`config.mk`:
```
export PLATFORM = sky130hd
export DESIGN_NAME = packed_pattern_row_unpacker_unit_flat
export DESIGN_NICKNAME = d
export VERILOG_FILES = /design/src/hw/rtl/ppru_pkg.sv /design/src/hw/rtl/ppru_if.sv /design/src/hw/rtl/packed_pattern_row_unpacker_unit.sv /design/src/flat_wrapper.sv
export SDC_FILE = /design/constraint.sdc
export NUM_CORES = 1
export LEC_CHECK = 0
export BUFFER_PORTS_ARGS = -buffer_cell sky130_fd_sc_hd__buf_2
export CAP_MARGIN = 25
export CORE_ASPECT_RATIO = 1.75
export CORE_MARGIN = 3
export CORE_UTILIZATION = 45
export DETAILED_ROUTE_END_ITERATION = 10
export PLACE_DENSITY = 0.67
export SLEW_MARGIN = 20
export SYNTH_ARGS = -nofsm -noshare
export SYNTH_HDL_FRONTEND = slang
export SYNTH_SLANG_ARGS = --single-unit
```
`constraint.sdc`:
```
create_clock -name clk -period 4.3 [get_ports clk]
set_input_delay 0.215 -clock clk [delete_from_list [all_inputs] [get_ports clk]]
set_output_delay 0.215 -clock clk [all_outputs]
set_load 0.02 [all_outputs]
```
`src/hw/rtl/ppru_pkg.sv`:
```
`default_nettype none

package ppru_pkg;

    localparam int BYTE_W     = 8;
    localparam int CHANNEL_W  = 5;
    localparam int SLOT_W     = 3;
    localparam int FLAGS_W    = 3;
    localparam int ROW_W      = 8;
    localparam int CH_COUNT_W = 6;
    localparam int ROWS_W     = 9;
    localparam int CFG_DATA_W = 9;
    localparam int CFG_IDX_W  = 1;

    // configuration register indexes
    localparam logic [CFG_IDX_W-1:0] CFG_CHANNEL_COUNT    = 1'd0;
    localparam logic [CFG_IDX_W-1:0] CFG_ROWS_PER_PATTERN = 1'd1;

    localparam logic [CH_COUNT_W-1:0] CHANNEL_COUNT_RESET    = 6'd32;
    localparam logic [ROWS_W-1:0]     ROWS_PER_PATTERN_RESET = 9'd64;
    localparam logic [ROWS_W-1:0]     ROWS_MAX               = 9'd256;

    // pending flag bits (control byte bits 7:5)
    localparam int FLAG_NOTE_BIT = 0;
    localparam int FLAG_VOL_BIT  = 1;
    localparam int FLAG_FX_BIT   = 2;

    // cell slots
    localparam logic [SLOT_W-1:0] SLOT_NOTE  = 3'd0;
    localparam logic [SLOT_W-1:0] SLOT_INSTR = 3'd1;
    localparam logic [SLOT_W-1:0] SLOT_VOL   = 3'd2;
    localparam logic [SLOT_W-1:0] SLOT_FX    = 3'd3;
    localparam logic [SLOT_W-1:0] SLOT_PARAM = 3'd4;

    // result kinds
    localparam logic KIND_CELL    = 1'b0;
    localparam logic KIND_ROW_END = 1'b1;

    typedef struct packed {
        logic                 kind;
        logic [ROW_W-1:0]     row_index;
        logic [CHANNEL_W-1:0] channel;
        logic [SLOT_W-1:0]    slot;
        logic [BYTE_W-1:0]    value;
        logic                 out_of_range;
        logic                 pattern_done;
    } result_t;

endpackage

`default_nettype wire

```
`src/hw/rtl/ppru_if.sv`:
```
`default_nettype none

interface ppru_byte_if;
    logic                      valid;
    logic                      ready;
    logic [ppru_pkg::BYTE_W-1:0] data_byte;

    modport source (output valid, output data_byte, input ready);
    modport sink (input valid, input data_byte, output ready);
endinterface

interface ppru_result_if;
    logic                            valid;
    logic                            ready;
    logic                            kind;
    logic [ppru_pkg::ROW_W-1:0]      row_index;
    logic [ppru_pkg::CHANNEL_W-1:0]  channel;
    logic [ppru_pkg::SLOT_W-1:0]     slot;
    logic [ppru_pkg::BYTE_W-1:0]     value;
    logic                            out_of_range;
    logic                            pattern_done;

    modport source (output valid, output kind, output row_index, output channel,
                    output slot, output value, output out_of_range,
                    output pattern_done, input ready);
    modport sink (input valid, input kind, input row_index, input channel,
                  input slot, input value, input out_of_range,
                  input pattern_done, output ready);
endinterface

`default_nettype wire

```
`src/hw/rtl/packed_pattern_row_unpacker_unit.sv`:
```
`default_nettype none

// Packed pattern row unpacker. Takes one byte of the packed stream per cycle
// on "pattern" and returns at most one result per byte on "result", in the cycle
// after the byte is accepted. Decode state lives in a few small registers
// that update on every accepted byte, and each result lands in a single output
// register, so a byte is taken in every cycle in which that register is empty
// or being drained; only a stalled result holds off the input. Control bytes
// with flags yield no result. channel_count and rows_per_pattern are written through
// cfg_we/cfg_index/cfg_data; the user must write them only while the stream is idle, as the block does not enforce it.
module packed_pattern_row_unpacker_unit (
    input  wire logic                              clk,
    input  wire logic                              rst_n,
    ppru_byte_if.sink                              pattern,
    ppru_result_if.source                          result,
    input  wire logic                              cfg_we,
    input  wire logic [ppru_pkg::CFG_IDX_W-1:0]    cfg_index,
    input  wire logic [ppru_pkg::CFG_DATA_W-1:0]   cfg_data
);
    import ppru_pkg::*;

    logic [CH_COUNT_W-1:0] channel_count_reg;
    logic [ROWS_W-1:0]     rows_per_pattern_reg;

    logic [CHANNEL_W-1:0]  channel_reg, channel_next;
    logic [FLAGS_W-1:0]    flags_reg, flags_next;
    logic [SLOT_W-1:0]     slot_reg, slot_next;
    logic [ROW_W-1:0]      row_reg, row_next;

    result_t               res_reg, res_next;
    logic                  res_valid_reg;
    logic                  res_fire;
    logic                  accept;

    logic [ROWS_W-1:0]     rows_eff;
    logic [ROWS_W-1:0]     row_plus1;
    logic                  done;
    logic [FLAGS_W-1:0]    flags_tmp;
    logic [SLOT_W-1:0]     slot_tmp;

    function automatic logic [SLOT_W-1:0] first_slot(input logic [FLAGS_W-1:0] f);
        if (f[FLAG_NOTE_BIT])
            return SLOT_NOTE;
        else if (f[FLAG_VOL_BIT])
            return SLOT_VOL;
        else
            return SLOT_FX;
    endfunction

    assign pattern.ready = !res_valid_reg || result.ready;
    assign accept        = pattern.valid && pattern.ready;

    always_comb
    begin
        if (rows_per_pattern_reg == '0)
            rows_eff = ROWS_W'(1);
        else if (rows_per_pattern_reg > ROWS_MAX)
            rows_eff = ROWS_MAX;
        else
            rows_eff = rows_per_pattern_reg;
        row_plus1 = {1'b0, row_reg} + ROWS_W'(1);
        done      = row_plus1 >= rows_eff;
    end

    always_comb
    begin
        channel_next = channel_reg;
        flags_next   = flags_reg;
        slot_next    = slot_reg;
        row_next     = row_reg;
        res_next     = '0;
        res_fire     = 1'b0;
        flags_tmp    = flags_reg;
        slot_tmp     = slot_reg;

        if (accept)
        begin
            if (flags_reg == '0)
            begin
                if (pattern.data_byte == '0)
                begin
                    res_fire              = 1'b1;
                    res_next.kind         = KIND_ROW_END;
                    res_next.row_index    = row_reg;
                    res_next.pattern_done = done;
                    row_next              = done ? '0 : row_plus1[ROW_W-1:0];
                end
                else
                begin
                    channel_next = pattern.data_byte[CHANNEL_W-1:0];
                    flags_next   = pattern.data_byte[BYTE_W-1:BYTE_W-FLAGS_W];
                    if (flags_next != '0)
                        slot_next = first_slot(flags_next);
                end
            end
            else
            begin
                res_fire              = 1'b1;
                res_next.kind         = KIND_CELL;
                res_next.row_index    = row_reg;
                res_next.channel      = channel_reg;
                res_next.slot         = slot_reg;
                res_next.value        = pattern.data_byte;
                res_next.out_of_range = {1'b0, channel_reg} >= channel_count_reg;

                case (slot_reg)
                    SLOT_NOTE:  slot_tmp = SLOT_INSTR;
                    SLOT_INSTR: flags_tmp[FLAG_NOTE_BIT] = 1'b0;
                    SLOT_VOL:   flags_tmp[FLAG_VOL_BIT] = 1'b0;
                    SLOT_FX:    slot_tmp = SLOT_PARAM;
                    default:    flags_tmp[FLAG_FX_BIT] = 1'b0;
                endcase
                // unless the fx parameter is next, go to the first slot whose flag is still set
                if (slot_tmp != SLOT_NOTE && slot_tmp != SLOT_PARAM && flags_tmp != '0)
                    slot_tmp = first_slot(flags_tmp);
                if (flags_tmp == '0)
                    slot_tmp = SLOT_NOTE;
                flags_next = flags_tmp;
                slot_next  = slot_tmp;
            end
        end
    end

    always_ff @(posedge clk or negedge rst_n)
    begin
        if (!rst_n)
        begin
            channel_count_reg    <= CHANNEL_COUNT_RESET;
            rows_per_pattern_reg <= ROWS_PER_PATTERN_RESET;
            channel_reg          <= '0;
            flags_reg            <= '0;
            slot_reg             <= SLOT_NOTE;
            row_reg              <= '0;
            res_valid_reg        <= 1'b0;
        end
        else
        begin
            if (cfg_we)
            begin
                case (cfg_index)
                    CFG_CHANNEL_COUNT:    channel_count_reg <= cfg_data[CH_COUNT_W-1:0];
                    CFG_ROWS_PER_PATTERN: rows_per_pattern_reg <= cfg_data[ROWS_W-1:0];
                    default:              ;
                endcase
            end
            channel_reg <= channel_next;
            flags_reg   <= flags_next;
            slot_reg    <= slot_next;
            row_reg     <= row_next;
            if (accept && res_fire)
                res_valid_reg <= 1'b1;
            else if (result.ready)
                res_valid_reg <= 1'b0;
        end
    end

    always_ff @(posedge clk)
    begin
        if (accept && res_fire)
            res_reg <= res_next;
    end

    assign result.valid        = res_valid_reg;
    assign result.kind         = res_reg.kind;
    assign result.row_index    = res_reg.row_index;
    assign result.channel      = res_reg.channel;
    assign result.slot         = res_reg.slot;
    assign result.value        = res_reg.value;
    assign result.out_of_range = res_reg.out_of_range;
    assign result.pattern_done = res_reg.pattern_done;

endmodule

`default_nettype wire

```
`src/flat_wrapper.sv`:
```
// flat-port wrapper written by rule: the top's interface ports become plain ports
module packed_pattern_row_unpacker_unit_flat import ppru_pkg::*;
  (clk, rst_n, cfg_we, cfg_index, cfg_data, pattern_valid, pattern_data_byte, pattern_ready, result_valid, result_kind, result_row_index, result_channel, result_slot, result_value, result_out_of_range, result_pattern_done, result_ready);
  ppru_byte_if pattern_i ();
  ppru_result_if result_i ();
  input  wire logic clk;
  input  wire logic rst_n;
  input  wire logic cfg_we;
  input  wire logic [ppru_pkg::CFG_IDX_W-1:0] cfg_index;
  input  wire logic [ppru_pkg::CFG_DATA_W-1:0] cfg_data;
  input wire logic [$bits(pattern_i.valid)-1:0] pattern_valid;
  input wire logic [$bits(pattern_i.data_byte)-1:0] pattern_data_byte;
  output wire logic [$bits(pattern_i.ready)-1:0] pattern_ready;
  output wire logic [$bits(result_i.valid)-1:0] result_valid;
  output wire logic [$bits(result_i.kind)-1:0] result_kind;
  output wire logic [$bits(result_i.row_index)-1:0] result_row_index;
  output wire logic [$bits(result_i.channel)-1:0] result_channel;
  output wire logic [$bits(result_i.slot)-1:0] result_slot;
  output wire logic [$bits(result_i.value)-1:0] result_value;
  output wire logic [$bits(result_i.out_of_range)-1:0] result_out_of_range;
  output wire logic [$bits(result_i.pattern_done)-1:0] result_pattern_done;
  input wire logic [$bits(result_i.ready)-1:0] result_ready;
  assign pattern_i.valid = pattern_valid;
  assign pattern_i.data_byte = pattern_data_byte;
  assign pattern_ready = pattern_i.ready;
  assign result_valid = result_i.valid;
  assign result_kind = result_i.kind;
  assign result_row_index = result_i.row_index;
  assign result_channel = result_i.channel;
  assign result_slot = result_i.slot;
  assign result_value = result_i.value;
  assign result_out_of_range = result_i.out_of_range;
  assign result_pattern_done = result_i.pattern_done;
  assign result_i.ready = result_ready;
  packed_pattern_row_unpacker_unit u_core (.clk(clk), .rst_n(rst_n), .pattern(pattern_i), .result(result_i), .cfg_we(cfg_we), .cfg_index(cfg_index), .cfg_data(cfg_data));
endmodule
```
==> flow_summary.json, run 1 <==
{
  "timing.final.crit_share": 0.654,
  "r2r_slack_ps": 1490,
  "max_slew_margin": 0.444,
  "yosysSeqAreaShare": 0.566,
  "synth.avg_cell_area_um2": 11.5,
  "setup_violations": 0,
  "port-buffer-count": 51,
  "reg2reg_from": "u_core.row_reg[0]",
  "synth_most_common_cell": "nand2_1",
  "track_usage": 0.179,
  "cp-start-kind": "flip-flop",
  "place_ws_ps": 1530,
  "grt_pass1_vias": 2139,
  "final.setup.tns_ps": 0,
  "die_h_um": 114,
  "ioPinCount": 52,
  "clock_skew_ps": 9.45,
  "yosys.area.top_type": "dfrtp_1",
  "design.die.area_um2": 7690,
  "clock_latency_ps": 350,
  "cts_hold_buf": 1,
  "ys_ff_latch": 62,
  "drv_slew": 0,
  "drt_first_pass_iters": 4,
  "synth.top_cells.by_count": "nand2_1, dfrtp_1, edfxtp_1",
  "powerDensity_nw_per_um2": 557,
  "yosys.cell_types.count": 45,
  "drive_gt1_frac": 0.284,
  "hp-start": "cfg_data[6]",
  "synth_area_leaders": "dfrtp_1, edfxtp_1, ha_1",
  "cts_tree": "built",
  "grt_max_degree": 37,
  "syn-cell-area_um2": 2990,
  "vias_per_cell": 5.38,
  "synthFlopType": "dfrtp_1",
  "grt_pass1_wl_um": 9980,
  "dp_cells": 382,
  "antenna_found_initial": 0,
  "root_buffer": "clkbuf_8",
  "r2r_end": "u_core.row_reg[7]",
  "p_total_mw": 1.98,
  "end_kind": "flip-flop",
  "synth_edf_count": 27,
  "hpwl_um": 4550,
  "hold_path.class": "primary input to flip-flop",
  "peakVddDrop_uv": 321,
  "htreeDepth": 3,
  "cap_violations": 0,
  "period_minus_slack_ps": 2810,
  "rows": 38,
  "synth_cells": 260,
  "postLayoutSetupSlackWorst_ps": 1490,
  "cts_setup_buffers": 0,
  "drc": 0,
  "hold_depth": 2,
  "synthToLayoutAreaGrowth_pct": 19.0,
  "critical_path_required_ps": 4540,
  "overflow": 0,
  "ant_nets": 0,
  "path_max_fanout": 8,
  "synthArstFlopShare": 0.565,
  "arrival_ps": 3050,
  "fillCellCount": 550,
  "fmax_mhz": 356,
  "synth_top_area_frac": 0.277,
  "synth_nets": 298,
  "core_um2": 6320,
  "antenna_cells": 0,
  "hold_path_end": "u_core.rows_per_pattern_reg[6]",
  "rsz0062_at_grt": "false",
  "fp.dieW_um": 67.6,
  "status": "complete, no violations",
  "tightest_slew_ps": 827,
  "wl_um": 6100,
  "fin_nets": 353,
  "start_util": 0.472,
  "hold_viol": 0,
  "fin_cells": 400,
  "r2r_cells": 10,
  "worstSetupPathType": "flip-flop to flip-flop",
  "largest_reg_flops": 9,
  "ys.warnings.count": 0,
  "cts_buffers": 9,
  "wl_per_cell_um": 15.2,
  "cts_max_path_buffers": 2,
  "ctsResizeCount": 0,
  "vias": 2152,
  "drt_iter0_markers": 80,
  "cts_sinks": 62,
  "clk_pin_slew_ps": 70,
  "p_leak_nw": 1.60,
  "gp_congestion": 0.875
}
-- cells in the final DEF (no fill, tap or decap), types with 2 or more instances in the layout --
cell type / n
dfstp_2: 2
or2_2: 3
and2_1: 11
o21ai_1: 3
dfrtp_1: 33
nor2_1: 8
xnor2_1: 2
mux2_2: 16
clkbuf_8: 9
a22o_1: 3
o211ai_1: 3
nor2b_1: 5
nand2_1: 36
nand2b_1: 3
nand3_1: 9
clkbuf_1: 3
o21ai_0: 8
ha_1: 15
a21oi_1: 8
edfxtp_1: 27
clkinv_1: 2
a22oi_1: 2
and3_1: 16
nor3_1: 4
inv_1: 7
bufinv_16: 2
nor4_1: 3
nand4b_1: 2
or3_1: 2
o31ai_1: 2
a2111oi_0: 2
buf_2: 51
-- power breakdown --
| group | switching (mW) | total, mW | leakage, nW | internal [mW] |
|---|---|---|---|---|
| Combinational | 0.328 | 0.552 | 0.818 | 0.224 |
| Clock | 0.217 | 0.542 | 0.0982 | 0.325 |
| Sequential | 0.0937 | 0.883 | 0.687 | 0.790 |
-- routing by layer --
| layer | vias to the layer above | routed length [um] | GRT usage |
|---|---|---|---|
| met4 | 0 | 217 | 0.103 |
| met1 | 1036 | 2280 | 0.194 |
| met3 | 15 | 253 | 0.0424 |
| met2 | 50 | 3340 | 0.308 |
| met5 | - | 0 | 0 |
| li1 | 1051 | - | - |
-- worst max-delay path by stage --
stage	from	endpoint	slack, ps	depth (start not counted)
after global routing	u_core.row_reg[0]	u_core.row_reg[7]	1170	10
after CTS	u_core.row_reg[0]	u_core.row_reg[7]	1500	10
after detailed placement	u_core.row_reg[0]	u_core.row_reg[7]	1530	10
after global placement	u_core.row_reg[0]	u_core.row_reg[3]	1640	10
after floorplan	u_core.result.valid	u_core.result.channel[0]	1380	3
final	u_core.row_reg[0]	u_core.row_reg[7]	1490	10
-- kinds of logic after synthesis --
kind of cell	Yosys count	synth area share
AOI/OAI and AO/OA	40	0.0926
xor gates and xnor gates	3	0.00880
adders and majority gates	15	0.0629
buffers and inverters	18	0.0260
DFF	62	0.566
muxes	16	0.0604
and+or+nand+nor	106	0.184
-- worst max-delay path, cell delays in order, from the launching register on --
cell and delay [ps]:
dfrtp_1 430, ha_1 280, nand3_1 160, or2_2 320
nand2_1 70, ha_1 240, a21oi_1 140, o21ai_0 160
a211oi_4 460, nand2_2 180, o31ai_1 240
-- cell type report --
class / count / area [um^2] / share of cell area
inverters: 9 / 35.0 / 0.00986
flip-flops and latches: 62 / 1690 / 0.475
clock buffers: 12 / 135 / 0.0380
well taps: 80 / 100 / 0.0282
clock inverters: 4 / 71.3 / 0.0201
multi-input cells: 180 / 1230 / 0.346
repair buffers: 53 / 293 / 0.0824
-- stage by stage --
step | hold slack [ps] | cell area (um^2) | utilization
3_5_place_dp | 353 | 3310 | 0.523
2_1_floorplan | -80.6 | 2990 | -
6_report | 99.2 | 3550 | 0.562
5_1_grt | 104 | 3550 | 0.562
3_3_place_gp | 348 | 3310 | 0.523
4_1_cts | 88.9 | 3530 | 0.558
No activity file was read; power rests on OpenSTA's default activity.
==> inputs of run 2 (changes only) <==
--- a/config.mk
+++ b/config.mk
@@ -5,13 +5,14 @@
 export SDC_FILE = /design/constraint.sdc
 export NUM_CORES = 1
 export LEC_CHECK = 0
+export ABC_AREA = 1
 export BUFFER_PORTS_ARGS = -buffer_cell sky130_fd_sc_hd__buf_2
 export CAP_MARGIN = 25
 export CORE_ASPECT_RATIO = 1.75
 export CORE_MARGIN = 3
 export CORE_UTILIZATION = 45
 export DETAILED_ROUTE_END_ITERATION = 10
-export PLACE_DENSITY = 0.67
+export PLACE_DENSITY = 0.7
 export SLEW_MARGIN = 20
 export SYNTH_ARGS = -nofsm -noshare
 export SYNTH_HDL_FRONTEND = slang
==> constraint.sdc (replaced) <==
create_clock -name clk -period 2.38 [get_ports clk]
set_input_delay 0.119 -clock clk [delete_from_list [all_inputs] [get_ports clk]]
set_output_delay 0.119 -clock clk [all_outputs]
set_load 0.02 [all_outputs]
==> flow_summary.json, run 2 <==
{
  "cts_max_path_buffers": 2,
  "clock_skew_ps": 4.82,
  "track_usage": 0.183,
  "synthArstFlopShare": 0.565,
  "ant_nets": 0,
  "grt_pass1_vias": 2551,
  "final_common_cell": "nand2_1",
  "vias_per_cell": 4.99,
  "largest_reg_flops": 9,
  "die_h_um": 116,
  "antenna_cells": 0,
  "gp_congestion": 0.908,
  "synth_area_leaders": "dfrtp_1, edfxtp_1, nand2_1",
  "powerDensity_nw_per_um2": 1030,
  "grt_max_degree": 36,
  "fp.dieW_um": 69.1,
  "core_um2": 6640,
  "fillCellCount": 599,
  "clk_pin_slew_ps": 50,
  "crit_path_top_delay_cell": "dfrtp_1",
  "arrival_ps": 2300,
  "synth_most_common_cell": "nand2_1",
  "worstSetupPathType": "flip-flop to flip-flop",
  "drt_iter0_markers": 295,
  "status": "complete, no violations",
  "final_core_util": 0.587,
  "hpwl_um": 5190,
  "htreeDepth": 3,
  "peakVddDrop_uv": 442,
  "yosysSeqAreaShare": 0.538,
  "path_max_fanout": 5,
  "cts_sinks": 62,
  "synth_edf_count": 27,
  "critical_path_required_ps": 2470,
  "rows": 39,
  "final.setup.tns_ps": 0,
  "synthToLayoutAreaGrowth_pct": 24.1,
  "ys.warnings.count": 0,
  "timing.final.crit_share": 0.930,
  "ys_ff_latch": 62,
  "hold_viol": 0,
  "antenna_found_initial": 0,
  "wl_per_cell_um": 13.3,
  "vias": 2587,
  "synth_top_area_frac": 0.263,
  "grt_pass1_wl_um": 11300,
  "fin_nets": 469,
  "drt_first_pass_iters": 4,
  "cap_violations": 0,
  "path_cells": "ha_1 > nand2_1 > inv_1 > nand2_2 > xor2_2 > inv_2 > ha_4 > a21oi_1 > nand2_1 > nand2_1 > nand4_1 > nand2_2 > inv_1",
  "cpPeakStageDelay_ps": 410,
  "synth.avg_cell_area_um2": 8.57,
  "cts_buffers": 9,
  "whs_ps": 14.8,
  "root_buffer": "clkbuf_16",
  "yosys.area.top_type": "dfrtp_1",
  "hold_path.class": "primary input to flip-flop",
  "cp_num_buf_inv": 3,
  "end_kind": "flip-flop",
  "setup_violations": 0,
  "synth_cells": 366,
  "cp-start-kind": "flip-flop",
  "overflow": 0,
  "synthFlopType": "dfrtp_1",
  "port-buffer-count": 51,
  "wl_um": 6880,
  "tightest_slew_ps": 800,
  "mostFrequentLayoutCells": "nand2_1, inv_1, buf_2",
  "p_leak_nw": 2.02,
  "drc": 0,
  "rsz0062_at_grt": "true",
  "max_slew_margin": 0.466,
  "fmax_mhz": 452,
  "cp_top_family": "simple AND/OR/NAND/NOR gates",
  "syn-cell-area_um2": 3140,
  "drv_slew": 0,
  "design.die.area_um2": 8050,
  "start_util": 0.473,
  "yosys.cell_types.count": 32,
  "drive_gt1_frac": 0.222,
  "synth.top_cells.by_count": "nand2_1, inv_1, nor2_1",
  "synth_nets": 404,
  "ioPinCount": 52,
  "cts_tree": "built",
  "clock_latency_ps": 330,
  "period_minus_slack_ps": 2210,
  "crit_path_frequent_cell": "nand2_1"
}
run 2: final timing paths:
kind | from | to | slack [ps] | cells after the start
max reg2reg | u_core.row_reg[1] | u_core.result.pattern_done | 170 | 13
min reg2reg | u_core.channel_count_reg[4] | u_core.channel_count_reg[4] | 480 | 2
min | cfg_data[7] | u_core.rows_per_pattern_reg[7] | 10 | 2
min in group asynchronous | rst_n | u_core.row_reg[2] | 410 | 2
max | u_core.row_reg[1] | u_core.result.pattern_done | 170 | 13
max in group asynchronous | rst_n | u_core.row_reg[4] | 1420 | 2
run 2: what timing repair did:
action / in CTS / in global routing
gates resized for setup: 0 / 10
setup endpoints to repair: 0 / 9
hold buffers: 1 / 0
endpoints found under the hold margin: 33 / 0
buffers inserted: 0 / 0
run 2: cells by family after synthesis:
logic type / after synthesis / share of synthesized area
mux: 2 / 0.00718
simple gates: 168 / 0.221
buf+inv: 74 / 0.0921
flops: 62 / 0.538
xor+xnor: 2 / 0.00558
fa+ha+maj: 15 / 0.0598
compound gates: 43 / 0.0762
run 2: metrics by stage:
| stage | setup WS (ps) | instances | power, mW | cell area, um^2 |
|---|---|---|---|---|
| floorplan | 161 | 366 | 2.27 | 3140 |
| global placement | 164 | 501 | 2.57 | 3520 |
| detailed placement | 87.8 | 501 | 2.61 | 3520 |
| CTS | 48.1 | 518 | 4.01 | 3850 |
| global route | -10.1 | 518 | 4.22 | 3890 |
| finish | 167 | 518 | 4.00 | 3890 |
run 2: worst register-to-register path, delay by kind of cell (launching register included):
family,cells,cell delay [ps]
adders and majority gates,2,450
DFF,1,410
xor gates and xnor gates,1,190
buffers and inverters,3,200
AOI/OAI and AO/OA,1,140
and+or+nand+nor,6,580
run 2: layout make-up:
class / count / area, um^2 / share of cell area
Sequential cell: 62 / 1690 / 0.434
Multi-Input combinational cell: 230 / 1200 / 0.309
Timing Repair Buffer: 58 / 310 / 0.0797
Clock buffer: 13 / 283 / 0.0726
Inverter: 70 / 265 / 0.0681
Tap cell: 82 / 103 / 0.0263
Clock inverter: 3 / 40.0 / 0.0103
run 2: power breakdown:
| group | total, mW | internal (mW) | switching, mW |
|---|---|---|---|
| Clock | 1.40 | 0.934 | 0.465 |
| Combinational | 1.06 | 0.358 | 0.701 |
| Sequential | 1.54 | 1.40 | 0.140 |
run 2: layer usage:
metal  up-vias  GRT usage  share of wire
met1      1190      0.180           0.36
met5         -          0              0
met4         0      0.119          0.040
li1       1287          -              -
met2        87      0.339           0.55
met3        23     0.0474          0.049
==> inputs of run 3 (changes only) <==
--- a/config.mk
+++ b/config.mk
@@ -13,6 +13,7 @@
 export CORE_UTILIZATION = 45
 export DETAILED_ROUTE_END_ITERATION = 10
 export PLACE_DENSITY = 0.7
+export RECOVER_POWER = 100
 export SLEW_MARGIN = 20
 export SYNTH_ARGS = -nofsm -noshare
 export SYNTH_HDL_FRONTEND = slang
==> flow_summary.json, run 3 (same netlist as run 2, synthesis figures left out) <==
{
  "die_h_um": 116,
  "clock_latency_ps": 330,
  "cts_setup_buffers": 0,
  "fin_cells": 518,
  "fillCellCount": 615,
  "critical_path_required_ps": 2470,
  "grt_pass1_wl_um": 11300,
  "drt_first_pass_iters": 4,
  "design.die.area_um2": 8050,
  "cts_max_path_buffers": 2,
  "largest_reg_flops": 9,
  "powerDensity_nw_per_um2": 1030,
  "grt_max_degree": 36,
  "drv_slew": 0,
  "mostFrequentLayoutCells": "nand2_1, inv_1, nor2_1",
  "worstSetupPathType": "flip-flop to flip-flop",
  "drt_iter0_markers": 291,
  "dp_cells": 501,
  "synthToLayoutAreaGrowth_pct": 22.2,
  "hold_path.class": "primary input to flip-flop",
  "drc": 0,
  "ant_nets": 0,
  "clk_pin_slew_ps": 50,
  "cts_buffers": 9,
  "wl_per_cell_um": 13.4,
  "drive_gt1_frac": 0.138,
  "gp_congestion": 0.908,
  "hpwl_um": 5190,
  "vias": 2581,
  "antenna_found_initial": 0,
  "fin_nets": 469,
  "max_slew_margin": 0.461,
  "period_minus_slack_ps": 2210,
  "fmax_mhz": 452,
  "rsz0062_at_grt": "true",
  "final_core_util": 0.578,
  "overflow": 0,
  "grt_pass1_vias": 2551,
  "clock_skew_ps": 4.96,
  "cap_violations": 0,
  "hold_viol": 0,
  "register_area_um2": 1690,
  "cts_tree": "built",
  "fp.dieW_um": 69.1,
  "vias_per_cell": 4.98,
  "track_usage": 0.183,
  "cp-start-kind": "flip-flop",
  "port-buffer-count": 51,
  "cts_sinks": 62,
  "tightest_slew_ps": 808,
  "end_kind": "flip-flop",
  "ioPinCount": 52,
  "root_buffer": "clkbuf_16",
  "setup_violations": 0,
  "antenna_cells": 0,
  "p_leak_nw": 1.91,
  "wl_um": 6930,
  "htreeDepth": 3,
  "peakVddDrop_uv": 440,
  "path_max_fanout": 5,
  "core_um2": 6640,
  "multi_input_area_um2": 1190,
  "status": "complete, no violations",
  "arrival_ps": 2300,
  "rows": 39,
  "timing.final.crit_share": 0.930,
  "final_common_cell": "nand2_1",
  "start_util": 0.473
}
## run 3: changes by cell type in the layout (fill, tap and decap cells not counted), moves of 2 or more
cell,delta
buf_4,-3
buf_2,-30
nor2_2,-2
clkbuf_1,+31
nor2_1,+2
nand2_1,+2
## run 3: where the power goes
group          leakage [nW]  internal, mW  switching [mW]  total (mW)
registers             0.703          1.40           0.144        1.55
clock network         0.160         0.934           0.462        1.40
logic                  1.05         0.307           0.687       0.994
## run 3: worst paths after layout
path | start | slack [ps] | endpoint | depth (start not counted)
max reg2reg | u_core.row_reg[1] | 170 | u_core.result.pattern_done | 13
min reg2reg | u_core.channel_count_reg[4] | 480 | u_core.channel_count_reg[4] | 2
min in group asynchronous | rst_n | 420 | u_core.row_reg[2] | 2
min | cfg_data[7] | 10 | u_core.rows_per_pattern_reg[7] | 2
max | u_core.row_reg[1] | 170 | u_core.result.pattern_done | 13
max in group asynchronous | rst_n | 1410 | u_core.row_reg[4] | 2
## run 3: layout make-up
| class | instances | area share |
|---|---|---|
| Inverter | 70 | 0.0688 |
| Timing Repair Buffer | 58 | 0.0695 |
| Clock buffer | 13 | 0.0737 |
| Multi-Input combinational cell | 230 | 0.310 |
| Sequential cell | 62 | 0.441 |
| Tap cell | 82 | 0.0268 |
| Clock inverter | 3 | 0.0104 |
## run 3: critical path: stages, from the launching register on
cell	delay (ps)
dfrtp_1	410
ha_1	210
nand2_1	110
inv_1	90
nand2_2	80
xor2_2	190
inv_2	70
ha_4	240
a21oi_1	140
nand2_1	60
nand2_1	70
nand4_1	120
nand2_2	130
inv_1	40
## run 3: routing by layer
metal	part of all wire	global-route usage	vias up
li1	-	-	1287
met1	0.37	0.180	1183
met4	0.038	0.119	0
met3	0.050	0.0474	21
met2	0.54	0.339	90
met5	0	0	-
## run 3: per-stage QoR
| stage | instance area [um^2] | hold slack, ps | setup slack [ps] | setup TNS [ps] | power [mW] |
|---|---|---|---|---|---|
| global placement | 3520 | 246 | 164 | 0 | 2.57 |
| global route | 3830 | 29.3 | -10.1 | -13.8 | 4.16 |
| CTS | 3850 | 7.22 | 48.1 | 0 | 4.01 |
| finish | 3830 | 14.8 | 167 | 0 | 3.94 |
| floorplan | 3140 | -177 | 161 | 0 | 2.27 |
| detailed placement | 3520 | 262 | 87.8 | 0 | 2.61 |
## run 3: timing repair
item	CTS	global route
resized for setup	0	10
setup endpoints to repair	0	9
hold buffers	1	0
endpoints found under the hold margin	33	0
